### config.mk
export PLATFORM = sky130hd
export DESIGN_NAME = go_to_goal_heading_controller_top_flat
export DESIGN_NICKNAME = d
export VERILOG_FILES = /design/src/gtg_pkg.sv /design/src/gtg_if.sv /design/src/gtg_datapath.sv /design/src/go_to_goal_heading_controller_top.sv /design/src/flat_wrapper.sv
export SDC_FILE = /design/constraint.sdc
export NUM_CORES = 2
export LEC_CHECK = 0
export BUFFER_PORTS_ARGS = -buffer_cell sky130_fd_sc_hd__buf_2
export CORE_MARGIN = 4
export CORE_UTILIZATION = 40
export CTS_CLUSTER_SIZE = 20
export DETAILED_ROUTE_END_ITERATION = 6
export PLACE_DENSITY = 0.55
export SETUP_SLACK_MARGIN = 0.05
export SYNTH_ARGS = -nofsm -noshare
export SYNTH_HDL_FRONTEND = slang
export SYNTH_SLANG_ARGS = --single-unit
### constraint.sdc
create_clock -name clk -period 5.87 [get_ports clk]
set_clock_uncertainty 0.1 [all_clocks]
set_input_delay 1.174 -clock clk [delete_from_list [all_inputs] [get_ports clk]]
set_output_delay 1.174 -clock clk [all_outputs]
set_load 0.005 [all_outputs]
### src/gtg_pkg.sv
// Shared types, constants and control store for the go-to-goal heading controller.
package gtg_pkg;

  // Field and datapath widths
  localparam int POS_W      = 16;  // Q5.10 positions
  localparam int HEAD_W     = 15;  // Q2.12 heading
  localparam int DIFF_W     = 17;  // goal minus pose
  localparam int ERR_W      = 16;  // heading error
  localparam int PROD_W     = 24;  // error times gain
  localparam int CW         = 28;  // CORDIC x, y and z registers
  localparam int ATAN_LEN   = 24;
  localparam int ITER_W     = 5;
  localparam int PC_W       = 4;
  localparam int CFG_IDX_W  = 2;
  localparam int CFG_DATA_W = 13;

  localparam int CORDIC_STEPS_DEF = 14;

  localparam logic signed [CW-1:0] HALF_PI_Q24 = 28'sd26353589;
  localparam logic signed [CW-1:0] PI_Q12      = 28'sd12868;
  localparam logic signed [CW-1:0] ROUND_HALF  = 28'sd2048;

  // Register reset values
  localparam logic [11:0] POS_TOL_RST   = 12'd102;
  localparam logic [12:0] ANG_TOL_RST   = 13'd410;
  localparam logic [7:0]  GAIN_RST      = 8'd128;
  localparam logic [11:0] CRUISE_RST    = 12'd205;

  // Register indexes
  localparam logic [CFG_IDX_W-1:0] CFG_POS_TOL = 2'd0;
  localparam logic [CFG_IDX_W-1:0] CFG_ANG_TOL = 2'd1;
  localparam logic [CFG_IDX_W-1:0] CFG_GAIN    = 2'd2;
  localparam logic [CFG_IDX_W-1:0] CFG_CRUISE  = 2'd3;

  // Action codes
  localparam logic ACT_SET_GOAL = 1'b0;
  localparam logic ACT_POSE     = 1'b1;

  // Datapath operations, one per microcode step
  typedef enum logic [3:0] {
    OP_CAPTURE,
    OP_DIFF,
    OP_PREROT,
    OP_ITER,
    OP_ROUND,
    OP_ERROR,
    OP_PRODUCT,
    OP_DECIDE,
    OP_EMIT
  } op_t;

  // Step advance conditions; a step holds until its condition is met
  typedef enum logic [1:0] {
    COND_ALWAYS,
    COND_POSE,
    COND_ITER_DONE,
    COND_OUT_FREE
  } cond_t;

  typedef struct packed {
    op_t              op;
    cond_t            cond;
    logic [PC_W-1:0]  next;
  } uword_t;

  typedef struct packed {
    op_t               op;
    logic              take;
    logic [ITER_W-1:0] iter;
  } ctl_t;

  typedef struct packed {
    logic [11:0] pos_tol;
    logic [12:0] ang_tol;
    logic [7:0]  gain;
    logic [11:0] cruise;
  } cfg_t;

  typedef struct packed {
    logic [11:0]              linear_speed;
    logic signed [ERR_W-1:0]  angular_rate;
    logic                     goal_reached;
  } result_t;

  // Microprogram
  function automatic uword_t rom_word(input logic [PC_W-1:0] addr);
    uword_t w;
    unique case (addr)
      4'd0:    w = '{op: OP_CAPTURE, cond: COND_POSE,      next: 4'd1};
      4'd1:    w = '{op: OP_DIFF,    cond: COND_ALWAYS,    next: 4'd2};
      4'd2:    w = '{op: OP_PREROT,  cond: COND_ALWAYS,    next: 4'd3};
      4'd3:    w = '{op: OP_ITER,    cond: COND_ITER_DONE, next: 4'd4};
      4'd4:    w = '{op: OP_ROUND,   cond: COND_ALWAYS,    next: 4'd5};
      4'd5:    w = '{op: OP_ERROR,   cond: COND_ALWAYS,    next: 4'd6};
      4'd6:    w = '{op: OP_PRODUCT, cond: COND_ALWAYS,    next: 4'd7};
      4'd7:    w = '{op: OP_DECIDE,  cond: COND_ALWAYS,    next: 4'd8};
      4'd8:    w = '{op: OP_EMIT,    cond: COND_OUT_FREE,  next: 4'd0};
      default: w = '{op: OP_CAPTURE, cond: COND_ALWAYS,    next: 4'd0};
    endcase
    return w;
  endfunction

  // atan(2^-i) in Q.24 radians
  function automatic logic signed [CW-1:0] atan_q24(input logic [ITER_W-1:0] idx);
    logic signed [CW-1:0] a;
    case (idx)
      5'd0:    a = 28'sd13176795;
      5'd1:    a = 28'sd7778716;
      5'd2:    a = 28'sd4110060;
      5'd3:    a = 28'sd2086331;
      5'd4:    a = 28'sd1047214;
      5'd5:    a = 28'sd524117;
      5'd6:    a = 28'sd262123;
      5'd7:    a = 28'sd131069;
      5'd8:    a = 28'sd65536;
      5'd9:    a = 28'sd32768;
      5'd10:   a = 28'sd16384;
      5'd11:   a = 28'sd8192;
      5'd12:   a = 28'sd4096;
      5'd13:   a = 28'sd2048;
      5'd14:   a = 28'sd1024;
      5'd15:   a = 28'sd512;
      5'd16:   a = 28'sd256;
      5'd17:   a = 28'sd128;
      5'd18:   a = 28'sd64;
      5'd19:   a = 28'sd32;
      5'd20:   a = 28'sd16;
      5'd21:   a = 28'sd8;
      5'd22:   a = 28'sd4;
      5'd23:   a = 28'sd2;
      default: a = '0;
    endcase
    return a;
  endfunction

endpackage

### src/gtg_if.sv
// Valid/ready channel interfaces for commands in and results out.
interface gtg_cmd_if;
  logic                                valid;
  logic                                ready;
  logic                                action;
  logic signed [gtg_pkg::POS_W-1:0]    goal_x;
  logic signed [gtg_pkg::POS_W-1:0]    goal_y;
  logic signed [gtg_pkg::POS_W-1:0]    pose_x;
  logic signed [gtg_pkg::POS_W-1:0]    pose_y;
  logic signed [gtg_pkg::HEAD_W-1:0]   pose_heading;

  modport source (
    output valid, action, goal_x, goal_y, pose_x, pose_y, pose_heading,
    input  ready
  );
  modport sink (
    input  valid, action, goal_x, goal_y, pose_x, pose_y, pose_heading,
    output ready
  );
endinterface

interface gtg_res_if;
  logic                                valid;
  logic                                ready;
  logic [11:0]                         linear_speed;
  logic signed [gtg_pkg::ERR_W-1:0]    angular_rate;
  logic                                goal_reached;

  modport source (
    output valid, linear_speed, angular_rate, goal_reached,
    input  ready
  );
  modport sink (
    input  valid, linear_speed, angular_rate, goal_reached,
    output ready
  );
endinterface

### src/gtg_datapath.sv
// CORDIC bearing and steering datapath driven by one microcode operation per cycle.
module gtg_datapath (
  input  logic                                 clk,
  input  gtg_pkg::ctl_t                        ctl,
  input  gtg_pkg::cfg_t                        cfg,
  input  logic signed [gtg_pkg::POS_W-1:0]     target_x,
  input  logic signed [gtg_pkg::POS_W-1:0]     target_y,
  input  logic signed [gtg_pkg::POS_W-1:0]     pose_x,
  input  logic signed [gtg_pkg::POS_W-1:0]     pose_y,
  input  logic signed [gtg_pkg::HEAD_W-1:0]    pose_heading,
  output gtg_pkg::result_t                     result
);

  localparam int CW = gtg_pkg::CW;
  localparam int DW = gtg_pkg::DIFF_W;

  logic signed [gtg_pkg::POS_W-1:0]  px, py;
  logic signed [gtg_pkg::HEAD_W-1:0] ph;
  logic signed [DW-1:0]              dx, dy;
  logic [DW-1:0]                     adx, ady;
  logic                              zero_off;
  logic signed [CW-1:0]              x, y, z;
  logic signed [gtg_pkg::HEAD_W-1:0] bearing;
  logic signed [gtg_pkg::ERR_W-1:0]  err;
  logic [gtg_pkg::ERR_W-1:0]         aerr;
  logic [gtg_pkg::PROD_W-1:0]        prod;

  logic signed [CW-1:0]              dxw, dyw, xs, ys, zr;
  logic                              y_pos;
  logic [gtg_pkg::ERR_W-1:0]         rate_mag;

  // Scale offsets by 256 into the CORDIC width
  assign dxw = {{(CW-DW-8){dx[DW-1]}}, dx, 8'b0};
  assign dyw = {{(CW-DW-8){dy[DW-1]}}, dy, 8'b0};

  assign xs    = x >>> ctl.iter;
  assign ys    = y >>> ctl.iter;
  assign y_pos = !y[CW-1] && (y != '0);

  // Round Q.24 half up to Q.12
  assign zr = (z + gtg_pkg::ROUND_HALF) >>> 12;

  assign rate_mag = prod[gtg_pkg::PROD_W-1:8];

  always_ff @(posedge clk) begin
    case (ctl.op)
      gtg_pkg::OP_CAPTURE: begin
        if (ctl.take) begin
          px <= pose_x;
          py <= pose_y;
          ph <= pose_heading;
        end
      end
      gtg_pkg::OP_DIFF: begin
        dx <= {target_x[gtg_pkg::POS_W-1], target_x} - {px[gtg_pkg::POS_W-1], px};
        dy <= {target_y[gtg_pkg::POS_W-1], target_y} - {py[gtg_pkg::POS_W-1], py};
      end
      gtg_pkg::OP_PREROT: begin
        // Left half-plane: rotate by a quarter turn first
        adx      <= dx[DW-1] ? -dx : dx;
        ady      <= dy[DW-1] ? -dy : dy;
        zero_off <= (dx == '0) && (dy == '0);
        if (dx[DW-1]) begin
          if (!dy[DW-1]) begin
            x <= dyw;
            y <= -dxw;
            z <= gtg_pkg::HALF_PI_Q24;
          end else begin
            x <= -dyw;
            y <= dxw;
            z <= -gtg_pkg::HALF_PI_Q24;
          end
        end else begin
          x <= dxw;
          y <= dyw;
          z <= '0;
        end
      end
      gtg_pkg::OP_ITER: begin
        if (y_pos) begin
          x <= x + ys;
          y <= y - xs;
          z <= z + gtg_pkg::atan_q24(ctl.iter);
        end else begin
          x <= x - ys;
          y <= y + xs;
          z <= z - gtg_pkg::atan_q24(ctl.iter);
        end
      end
      gtg_pkg::OP_ROUND: begin
        // Clamp to plus or minus pi; a zero offset has bearing zero
        if (zero_off) begin
          bearing <= '0;
        end else if (zr > gtg_pkg::PI_Q12) begin
          bearing <= gtg_pkg::PI_Q12[gtg_pkg::HEAD_W-1:0];
        end else if (zr < -gtg_pkg::PI_Q12) begin
          bearing <= -gtg_pkg::PI_Q12[gtg_pkg::HEAD_W-1:0];
        end else begin
          bearing <= zr[gtg_pkg::HEAD_W-1:0];
        end
      end
      gtg_pkg::OP_ERROR: begin
        err  <= {bearing[gtg_pkg::HEAD_W-1], bearing} - {ph[gtg_pkg::HEAD_W-1], ph};
        aerr <= ($signed({bearing[gtg_pkg::HEAD_W-1], bearing}) <
                 $signed({ph[gtg_pkg::HEAD_W-1], ph})) ?
                ({ph[gtg_pkg::HEAD_W-1], ph} - {bearing[gtg_pkg::HEAD_W-1], bearing}) :
                ({bearing[gtg_pkg::HEAD_W-1], bearing} - {ph[gtg_pkg::HEAD_W-1], ph});
      end
      gtg_pkg::OP_PRODUCT: begin
        prod <= {8'b0, aerr} * {16'b0, cfg.gain};
      end
      gtg_pkg::OP_DECIDE: begin
        // Stop at goal, else turn in place, else drive
        if ((adx < {5'b0, cfg.pos_tol}) && (ady < {5'b0, cfg.pos_tol})) begin
          result.linear_speed <= '0;
          result.angular_rate <= '0;
          result.goal_reached <= 1'b1;
        end else if (aerr > {3'b0, cfg.ang_tol}) begin
          result.linear_speed <= '0;
          result.angular_rate <= err[gtg_pkg::ERR_W-1] ? -rate_mag : rate_mag;
          result.goal_reached <= 1'b0;
        end else begin
          result.linear_speed <= cfg.cruise;
          result.angular_rate <= '0;
          result.goal_reached <= 1'b0;
        end
      end
      default: begin
      end
    endcase
  end

endmodule

### src/go_to_goal_heading_controller_top.sv
// Go-to-goal heading controller: microcode sequencer, registers and result buffer.
// A pose passes the diff, pre-rotation, CORDIC iteration, round, error, product,
// decide and emit steps; emit waits for a free output register. A new pose is taken
// only back in the capture step; set-goal and unarmed poses do not leave that step.
// The next command is taken while a result still waits in the output register.
// Reset (rst, synchronous): registers to defaults, goal cleared, controller disarmed.
module go_to_goal_heading_controller_top #(
  parameter int CORDIC_STEPS = gtg_pkg::CORDIC_STEPS_DEF
) (
  input  logic                                clk,
  input  logic                                rst,
  gtg_cmd_if.sink                             cmd,
  gtg_res_if.source                           res,
  input  logic                                cfg_we,
  input  logic [gtg_pkg::CFG_IDX_W-1:0]       cfg_index,
  input  logic [gtg_pkg::CFG_DATA_W-1:0]      cfg_data
);

  localparam int Iters = (CORDIC_STEPS < gtg_pkg::ATAN_LEN) ? CORDIC_STEPS
                                                            : gtg_pkg::ATAN_LEN;
  localparam logic [gtg_pkg::ITER_W-1:0] IterLast = gtg_pkg::ITER_W'(Iters - 1);

  logic [gtg_pkg::PC_W-1:0]          pc, pc_next;
  logic [gtg_pkg::ITER_W-1:0]        iter;
  logic                              armed;
  logic signed [gtg_pkg::POS_W-1:0]  target_x, target_y;
  gtg_pkg::cfg_t                     cfg;
  gtg_pkg::uword_t                   word;
  gtg_pkg::ctl_t                     ctl;
  gtg_pkg::result_t                  result;
  logic                              out_valid;
  gtg_pkg::result_t                  out_data;
  logic                              cmd_take, pose_take, out_free, cond_ok;

  assign word      = gtg_pkg::rom_word(pc);
  assign cmd.ready = (word.op == gtg_pkg::OP_CAPTURE);
  assign cmd_take  = cmd.valid && cmd.ready;
  assign pose_take = cmd_take && (cmd.action == gtg_pkg::ACT_POSE) && armed;
  assign out_free  = !out_valid || res.ready;

  // Evaluate the step's advance condition
  always_comb begin
    unique case (word.cond)
      gtg_pkg::COND_ALWAYS:    cond_ok = 1'b1;
      gtg_pkg::COND_POSE:      cond_ok = pose_take;
      gtg_pkg::COND_ITER_DONE: cond_ok = (iter == IterLast);
      gtg_pkg::COND_OUT_FREE:  cond_ok = out_free;
      default:                 cond_ok = 1'b0;
    endcase
  end

  assign pc_next = cond_ok ? word.next : pc;

  assign ctl.op   = word.op;
  assign ctl.take = pose_take;
  assign ctl.iter = iter;

  // Advance the step counter and the iteration index
  always_ff @(posedge clk) begin
    if (rst) begin
      pc   <= '0;
      iter <= '0;
    end else begin
      pc <= pc_next;
      if (word.op == gtg_pkg::OP_PREROT) begin
        iter <= '0;
      end else if ((word.op == gtg_pkg::OP_ITER) && !cond_ok) begin
        iter <= iter + 1'b1;
      end
    end
  end

  // Store the goal and arm on a set-goal transfer
  always_ff @(posedge clk) begin
    if (rst) begin
      armed    <= 1'b0;
      target_x <= '0;
      target_y <= '0;
    end else if (cmd_take && (cmd.action == gtg_pkg::ACT_SET_GOAL)) begin
      armed    <= 1'b1;
      target_x <= cmd.goal_x;
      target_y <= cmd.goal_y;
    end
  end

  // Configuration registers
  always_ff @(posedge clk) begin
    if (rst) begin
      cfg.pos_tol <= gtg_pkg::POS_TOL_RST;
      cfg.ang_tol <= gtg_pkg::ANG_TOL_RST;
      cfg.gain    <= gtg_pkg::GAIN_RST;
      cfg.cruise  <= gtg_pkg::CRUISE_RST;
    end else if (cfg_we) begin
      unique case (cfg_index)
        gtg_pkg::CFG_POS_TOL: cfg.pos_tol <= cfg_data[11:0];
        gtg_pkg::CFG_ANG_TOL: cfg.ang_tol <= cfg_data[12:0];
        gtg_pkg::CFG_GAIN:    cfg.gain    <= cfg_data[7:0];
        gtg_pkg::CFG_CRUISE:  cfg.cruise  <= cfg_data[11:0];
        default: begin
        end
      endcase
    end
  end

  gtg_datapath u_datapath (
    .clk          (clk),
    .ctl          (ctl),
    .cfg          (cfg),
    .target_x     (target_x),
    .target_y     (target_y),
    .pose_x       (cmd.pose_x),
    .pose_y       (cmd.pose_y),
    .pose_heading (cmd.pose_heading),
    .result       (result)
  );

  // Hold the result until the sink takes it
  always_ff @(posedge clk) begin
    if (rst) begin
      out_valid <= 1'b0;
    end else if ((word.op == gtg_pkg::OP_EMIT) && out_free) begin
      out_valid <= 1'b1;
    end else if (res.ready) begin
      out_valid <= 1'b0;
    end
  end

  always_ff @(posedge clk) begin
    if ((word.op == gtg_pkg::OP_EMIT) && out_free) begin
      out_data <= result;
    end
  end

  assign res.valid        = out_valid;
  assign res.linear_speed = out_data.linear_speed;
  assign res.angular_rate = out_data.angular_rate;
  assign res.goal_reached = out_data.goal_reached;

`ifndef SYNTHESIS
  a_emit_only: assert property (@(posedge clk) disable iff (rst)
    (!out_valid || res.ready) ##1 out_valid |-> $past(word.op == gtg_pkg::OP_EMIT))
    else $error("result loaded outside the emit step");

  a_unarmed_drop: assert property (@(posedge clk) disable iff (rst)
    (cmd_take && (cmd.action == gtg_pkg::ACT_POSE) && !armed) |=> (pc == '0))
    else $error("pose before a goal left the idle step");

  a_iter_range: assert property (@(posedge clk) disable iff (rst)
    (word.op == gtg_pkg::OP_ITER) |-> (iter <= IterLast))
    else $error("CORDIC iteration index past the last step");
`endif

endmodule
### src/flat_wrapper.sv
// flat-port wrapper written by rule: the top's interface ports become plain ports
module go_to_goal_heading_controller_top_flat 
#(
  parameter int CORDIC_STEPS = gtg_pkg::CORDIC_STEPS_DEF
)
  (clk, rst, cfg_we, cfg_index, cfg_data, cmd_valid, cmd_action, cmd_goal_x, cmd_goal_y, cmd_pose_x, cmd_pose_y, cmd_pose_heading, cmd_ready, res_valid, res_linear_speed, res_angular_rate, res_goal_reached, res_ready);
  gtg_cmd_if cmd_i ();
  gtg_res_if res_i ();
  input  logic clk;
  input  logic rst;
  input  logic cfg_we;
  input  logic [gtg_pkg::CFG_IDX_W-1:0] cfg_index;
  input  logic [gtg_pkg::CFG_DATA_W-1:0] cfg_data;
  input wire logic [$bits(cmd_i.valid)-1:0] cmd_valid;
  input wire logic [$bits(cmd_i.action)-1:0] cmd_action;
  input wire logic [$bits(cmd_i.goal_x)-1:0] cmd_goal_x;
  input wire logic [$bits(cmd_i.goal_y)-1:0] cmd_goal_y;
  input wire logic [$bits(cmd_i.pose_x)-1:0] cmd_pose_x;
  input wire logic [$bits(cmd_i.pose_y)-1:0] cmd_pose_y;
  input wire logic [$bits(cmd_i.pose_heading)-1:0] cmd_pose_heading;
  output wire logic [$bits(cmd_i.ready)-1:0] cmd_ready;
  output wire logic [$bits(res_i.valid)-1:0] res_valid;
  output wire logic [$bits(res_i.linear_speed)-1:0] res_linear_speed;
  output wire logic [$bits(res_i.angular_rate)-1:0] res_angular_rate;
  output wire logic [$bits(res_i.goal_reached)-1:0] res_goal_reached;
  input wire logic [$bits(res_i.ready)-1:0] res_ready;
  assign cmd_i.valid = cmd_valid;
  assign cmd_i.action = cmd_action;
  assign cmd_i.goal_x = cmd_goal_x;
  assign cmd_i.goal_y = cmd_goal_y;
  assign cmd_i.pose_x = cmd_pose_x;
  assign cmd_i.pose_y = cmd_pose_y;
  assign cmd_i.pose_heading = cmd_pose_heading;
  assign cmd_ready = cmd_i.ready;
  assign res_valid = res_i.valid;
  assign res_linear_speed = res_i.linear_speed;
  assign res_angular_rate = res_i.angular_rate;
  assign res_goal_reached = res_i.goal_reached;
  assign res_i.ready = res_ready;
  go_to_goal_heading_controller_top #(.CORDIC_STEPS(CORDIC_STEPS)) u_core (.clk(clk), .rst(rst), .cmd(cmd_i), .res(res_i), .cfg_we(cfg_we), .cfg_index(cfg_index), .cfg_data(cfg_data));
endmodule
### After elaboration in Yosys (flattened, before gate mapping)

Memory sizes are Yosys's and may differ from the RTL's. A register that Yosys moved wholly into a read port is not among the register bits.
Index checks and enable logic that the tools add are counted.

| storage, ports and cells | value |
|---|---|
| flip-flop bits (word level) | 417 |
| latch bits | 0 |
| memory bits (writable) | 0 |
| bits in read-only memories | 1696 |
| bits of input ports | 100 |
| output and inout port bits | 31 |
| logic and storage cells | 143 |
| memories | 3 |

Memory list:

| memory | depth | bits a word | rd ports | clocked after Yosys merged registers in | wr ports | RTL line | source |
|---|---|---|---|---|---|---|---|
| (no name shown) | 32 | 24 | 1 | 1 | 0 | gtg_pkg.sv:106 | `case (idx)` |
| (no name shown) | 32 | 24 | 1 | 1 | 0 | gtg_pkg.sv:106 |  |
| (no name shown) | 16 | 10 | 1 | 1 | 0 | gtg_pkg.sv:88 | `unique case (addr)` |

| cells by class | value |
|---|---|
| $add $sub $neg | 17 |
| multipliers | 1 |
| divide/modulo/power cells | 0 |
| order comparisons | 6 |
| equal/unequal tests | 15 |
| shift operators | 2 |
| multiplexer cells | 31 |
| bitwise gates (word level) | 2 |
| reductions and logical operators | 31 |

Operators by type and width:

| operator | count |
|---|---|
| $mux W28 | 13 |
| $pmux W28 S2 | 3 |
| $add A28 B28 Y28 | 3 |
| $sub A28 B28 Y28 | 3 |
| $mux W16 | 4 |
| $neg A25 Y28 | 2 |
| $sshr A28 B5 Y28 | 2 |
| $logic_not A17 Y1 | 2 |
| $lt A17 B12 Y1 | 2 |
| $neg A17 Y17 | 2 |
| $sub A16 B16 Y17 | 2 |
| $sub A15 B15 Y16 | 2 |
| $add A28 B13 Y28 const B | 1 |
| $reduce_bool A28 Y1 | 1 |
| $mul A16 B8 Y24 | 1 |
| $mux W5 | 4 |
| $eq A4 B3 Y1 const B | 4 |
| $gt A16 B13 Y1 | 1 |
| $gt A16 B15 Y1 const B | 1 |
| $lt A16 B15 Y1 const B | 1 |
| $neg A16 Y16 | 1 |
| $lt A15 B15 Y1 | 1 |
| $mux W15 | 1 |
| $mux W14 | 1 |
| 20 further kinds | 47 |

### Longest topological paths before layout

| logic depth | value |
|---|---|
| depth after elaboration | 9 |
| mapped depth | 30 |
| gate-level depth less buffers | 25 |

### Modules after synthesis

From an unflattened synthesis, not the netlist that was laid out.

| second synthesis, totals | value |
|---|---|
| cells, all modules | 3507 |
| area total of the unflattened synthesis | 32799.0 µm² |

Modules (own cells, without submodules):

| module | times used | cells an instance | area each (µm²) | sequential area each (µm²) |
|---|---|---|---|---|
| gtg_datapath | 1 | 3047 | 28270.9 | 8318.0 |
| go_to_goal_heading_controller_top | 1 | 460 | 4528.1 | 2832.7 |

### Least setup slack after synthesis

OpenSTA, ideal clock, no wires.

| path | value |
|---|---|
| path type | reg2reg |
| from | register u_core.iter[0] in the netlist's numbering |
| to | register u_core.u_datapath.x[26], data pin |
| arrival | 5540 ps |
| required time | 5516 ps |
| path slack | -24 ps |
| cell stages (with the launch flop) | 25 |
| buffers on the path | 4 |
| cell sequence | dfxtp_1 -> buf_6 -> buf_12 -> buf_12 -> buf_6 -> mux4_2 -> mux4_2 -> a221o_1 -> o21ai_2 -> nand3_2 -> nor3_1 -> a21oi_1 -> xnor2_1 -> ha_1 -> a21o_1 -> a21o_1 -> a21oi_1 -> o31ai_1 -> a311o_1 -> a221o_1 -> a21o_1 -> a2111oi_0 -> o21bai_1 -> xnor2_1 -> nor2_1 |

| on the way | value |
|---|---|
| longest elaborated chain between the ends | 4 |
| elaborated cells on any way between the ends | 5 |

Ends and longest elaborated chain:

| what | RTL line | source |
|---|---|---|
| from (decl) | go_to_goal_heading_controller_top.sv:24 | `logic [gtg_pkg::ITER_W-1:0] iter;` |
| from (signal assigned) | go_to_goal_heading_controller_top.sv:68 | `iter <= iter + 1'b1;` |
| $sshr A28 B5 Y28 * | gtg_datapath.sv:37 | `assign ys = y >>> ctl.iter;` |
| $sub A28 B28 Y28 or $add A28 B28 Y28 (tied branches) | gtg_datapath.sv:85, gtg_datapath.sv:81 |  |
| $mux W28 * | gtg_datapath.sv:80 | `if (y_pos) begin` |
| $pmux W28 S2 * | gtg_datapath.sv:46 | `case (ctl.op)` |
| to (signal assigned) | gtg_datapath.sv:74 | `x <= dxw;` |
| to (signal assigned) | gtg_datapath.sv:81 | `x <= x + ys;` |
| to (signal assigned) | gtg_datapath.sv:85 | `x <= x - ys;` |
| to (decl) | gtg_datapath.sv:22 | `logic signed [CW-1:0] x, y, z;` |

Every way passes the cells marked *; elsewhere a longest branch is shown, timed or not.
A chain may end at the register's enable or synchronous reset.

### Final worst setup path

| path | value |
|---|---|
| from | register u_core.iter[3] in the netlist's numbering |
| to | register u_core.u_datapath.x[26], data pin |

The elaborated chain is that of the path after synthesis.

==> results.yml <==
run_status:
  outcome: "finished, final reports clean"
setup_path:
  path_buf_inv: 3
  critPathKind: "flip-flop to flip-flop"
  critical_path.max_stage_delay_ns: 0.78
  cp_slowest_cell: "nor2_1"
  end_kind: "flip-flop"
  crit_chain: "clkinv_1, nor2_1, o21ai_0, o211ai_1, buf_4, nand3_4, buf_6, nor4_4, a21oi_2, xnor2_2, ha_1, a21o_1, a21oi_2, nor2b_1, a311o_1, a221o_1, a21o_1, a2111oi_4, o21bai_1, xnor2_1, nor2_1"
  r2r_slack_ns: 0.24
  reg2reg_depth: 21
  reg2reg_to: "u_core.u_datapath.x[26]$_DFFE_PP_"
  required_ns: 6.12
  cpLargestDelayFamily: "compound AO/OA/AOI/OAI gates"
  cp.arrival_ns: 5.88
  cp-start-kind: "flip-flop"
  timing.rr.start: "u_core.iter[3]$_SDFFE_PP0P_"
  critPathMaxFanout: 11
clock_tree:
  cts_buffer_depth: 3
  cts_max_level: 2
  numCtsBuffers: 51
  cts_tree: "built"
  clock_latency_ns: 0.63
  cts_hold_buf: 0
  cts_sinks: 428
  clk_pin_slew_ns: 0.06
  cts-root-buf: "clkbuf_16"
place:
  place_area_mm2: 0.03584
  gp_congestion: 0.9269
  dpl.hpwl_um: 74200
  io_buffers: 130
timing:
  fin_crit_sh_pct: 95.90
  min_period_ns: 5.630
  rsz0062_at_grt: "yes"
  setup_violations: 0
  relSlewSlack_pct: 15.75
  max_freq_ghz: 0.1776
  timing.setup.tns_ns: 0
  hold_viol: 0
  worstMarginPinSlew_ns: 1.251
  slew_violations: 0
routing:
  viasPerCell: 5.497
  drtIter0Drc: 2205
  vias: 26630
  wl_per_cell_um: 19.96
  route.detailed.drc: 0
  dr.pass1.iters: 6
  totalWireLength_um: 96690
  antenna_left: 0
final_layout:
  area_growth_syn_to_layout_pct: 15.55
  layout-drive-gt1-share_pct: 15.47
  seq_area_mm2: 0.01164
  final_core_util_pct: 46.90
  multi_input_area_mm2: 0.01993
  nNetsFinal: 4173
  final_area_mm2: 0.03802
  nFillCells: 7753
die:
  core-area_mm2: 0.08107
  die_h_um: 294.8
  num_rows: 104
  die_area_mm2: 0.08692
  die_x_um: 294.8
  start_util_pct: 40.59
  io_pins: 131
synth:
  synth_edf_count: 306
  synth_top_family_by_area: "simple AND/OR/NAND/NOR gates"
  yosys_register_bits: 428
  synth_cell_types: 95
  syn_area_mm2: 0.03291
  syn_inst: 3480
  synth_seq_area_share_pct: 35.35
  yosys_warnings: 0
  synth_fa_ha_area_share_pct: 14.78
  yosys.area_share.simple_pct: 16.59
  synth_mux_area_share_pct: 6.909
  synth-compound-area-share_pct: 14.48
  synth-main-ff-cell: "edfxtp_1"
  async_flop_share_pct: 0
  avgSynthCellArea_um2: 9.456
  syn_nets: 3914
  synth-xor-area-share_pct: 6.916
run:
  max_cap_violations: 0
global_route:
  grt_pass1_vias: 25260
  grt_overflow: 0
  grt_pass1_wl_um: 147800
  antenna_found_initial: 1
  grt_usage_pct: 21.75
  grt_max_degree: 63
hold_path:
  min_path_type: "flip-flop to flip-flop"
  hp-start: "u_core.u_datapath.result[22]$_SDFFCE_PP0N_"
  whs_path_depth: 0
  min_to: "u_core.res.linear_speed[5]$_DFFE_PP_"
pwr:
  powerDensity_mw_per_mm2: 268.9
  max-vdd-ir-drop_mv: 0.2390
  p_leak_nw: 15.85
  p_total_mw: 10.22
placed cells by master, fill, tap and decap left out, drive strengths merged, types with 97 or more instances in the layout:
master / n
xnor2: 162
inv: 258
ha: 244
a21oi: 250
and2: 135
nor2: 267
o21ai: 194
buf: 345
nand2: 408
dfxtp: 122
edfxtp: 306
xor2: 97
kinds of logic after synthesis:
| kind of cell | after synthesis |
|---|---|
| AND/OR/NAND/NOR | 1144 |
| AO/OA/AOI/OAI | 768 |
| flip-flops | 428 |
| buffers and inverters | 393 |
| adder cells (fa/ha/maj) | 335 |
| XOR/XNOR | 259 |
| multiplexers | 153 |
synthesized netlist by cell type, types with 13 or more instances:
| library cell | n | area, um^2 |
|---|---|---|
| nand2_1 | 407 | 1528 |
| edfxtp_1 | 306 | 9189 |
| nor2_1 | 265 | 994.7 |
| a21oi_1 | 250 | 1251 |
| inv_1 | 249 | 934.7 |
| ha_1 | 244 | 3053 |
| o21ai_0 | 190 | 950.9 |
| xnor2_1 | 161 | 1410 |
| and2_1 | 134 | 838.3 |
| dfxtp_1 | 122 | 2442 |
| xor2_1 | 97 | 849.6 |
| clkbuf_1 | 93 | 349.1 |
| fa_1 | 90 | 1802 |
| mux2i_1 | 70 | 700.7 |
| a21o_1 | 62 | 465.5 |
| nor3_1 | 60 | 300.3 |
| nand3_1 | 45 | 225.2 |
| nand2b_1 | 41 | 256.5 |
| nor2b_1 | 34 | 212.7 |
| mux2_2 | 33 | 371.6 |
| o21a_1 | 32 | 240.2 |
| mux4_2 | 27 | 608.1 |
| a31oi_1 | 26 | 162.7 |
| and3_1 | 26 | 162.7 |
| or3_1 | 26 | 162.7 |
| o211ai_1 | 25 | 187.7 |
| a211oi_1 | 22 | 165.2 |
| mux4_1 | 22 | 578.1 |
| o21bai_1 | 21 | 157.7 |
| nor4_1 | 20 | 125.1 |
| nand4_1 | 19 | 118.9 |
| o31ai_1 | 19 | 142.6 |
| a211o_1 | 17 | 148.9 |
| nand3b_1 | 15 | 112.6 |
| buf_1 | 14 | 52.55 |
| buf_2 | 13 | 65.06 |
sequential cells by signal, summed over array words and instances, names as in the netlist, 16 cells and up, named ones only:
signal / cells
u_core.cfg: 45
u_core.u_datapath.result: 29
u_core.target_y: 16
u_core.u_datapath.ady: 17
u_core.u_datapath.dy: 17
u_core.u_datapath.dx: 17
u_core.u_datapath.py: 16
u_core.u_datapath.adx: 17
u_core.u_datapath.prod: 16
u_core.res.angular_rate: 16
u_core.u_datapath.z: 28
u_core.u_datapath.px: 16
u_core.u_datapath.y: 28
u_core.u_datapath.aerr: 16
u_core.target_x: 16
u_core.u_datapath.x: 28
routing by layer:
| layer | global-route usage [%] | up-vias | wire [um] | part of all wire, % |
|---|---|---|---|---|
| met4 | 6.200 | 0 | 2752 | 2.8 |
| met5 | 0 | - | 0 | 0 |
| met1 | 31.34 | 12810 | 45170 | 47 |
| met2 | 33.77 | 827 | 42250 | 44 |
| li1 | - | 12860 | - | - |
| met3 | 3.632 | 137 | 6521 | 6.7 |
per-stage QoR:
stage	setup slack [ns]	hold slack (ns)	instances
6_report	0.2405	0.3151	4844
5_1_grt	-0.001454	0.3224	4842
4_1_cts	0.06273	0.3196	4830
3_5_place_dp	-0.1531	0.3045	4733
3_3_place_gp	-0.1153	0.3020	4733
2_1_floorplan	0.07845	0.3003	3480
layout make-up:
cell class | instances | share of cell area, %
multi-input cells | 2659 | 52.43
clock buffers | 66 | 3.942
diodes | 2 | 0.01316
flip-flops and latches | 428 | 30.61
repair buffers | 345 | 6.173
well taps | 1060 | 3.488
inverters | 254 | 2.507
clock inverters | 30 | 0.8457
what timing repair did:
action	in CTS	in global routing
gates resized for setup	3	58
pin swaps	0	30
endpoints found under the setup margin	11	16
setup buffers	1	12
where the power goes:
group | switching, mW | leakage (nW) | internal, mW
sequential | 0.252 | 3.75 | 3.57
clock | 1.39 | 0.883 | 1.96
combinational | 1.73 | 11.2 | 1.31
total | 3.37 | 15.9 | 6.85
worst max-delay path by stage:
stage | from | endpoint | depth (start not counted)
global route | u_core.iter[0]$_SDFFE_PP0P_ | u_core.u_datapath.x[26]$_DFFE_PP_ | 21
detailed placement | u_core.iter[0]$_SDFFE_PP0P_ | u_core.u_datapath.x[24]$_DFFE_PP_ | 21
floorplan | u_core.iter[1]$_SDFFE_PP0P_ | u_core.u_datapath.x[26]$_DFFE_PP_ | 26
finish | u_core.iter[3]$_SDFFE_PP0P_ | u_core.u_datapath.x[26]$_DFFE_PP_ | 21
global placement | u_core.iter[0]$_SDFFE_PP0P_ | u_core.u_datapath.y[24]$_DFFE_PP_ | 23
CTS | u_core.iter[3]$_SDFFE_PP0P_ | u_core.u_datapath.y[24]$_DFFE_PP_ | 21
No activity file was read; power rests on OpenSTA's default activity.
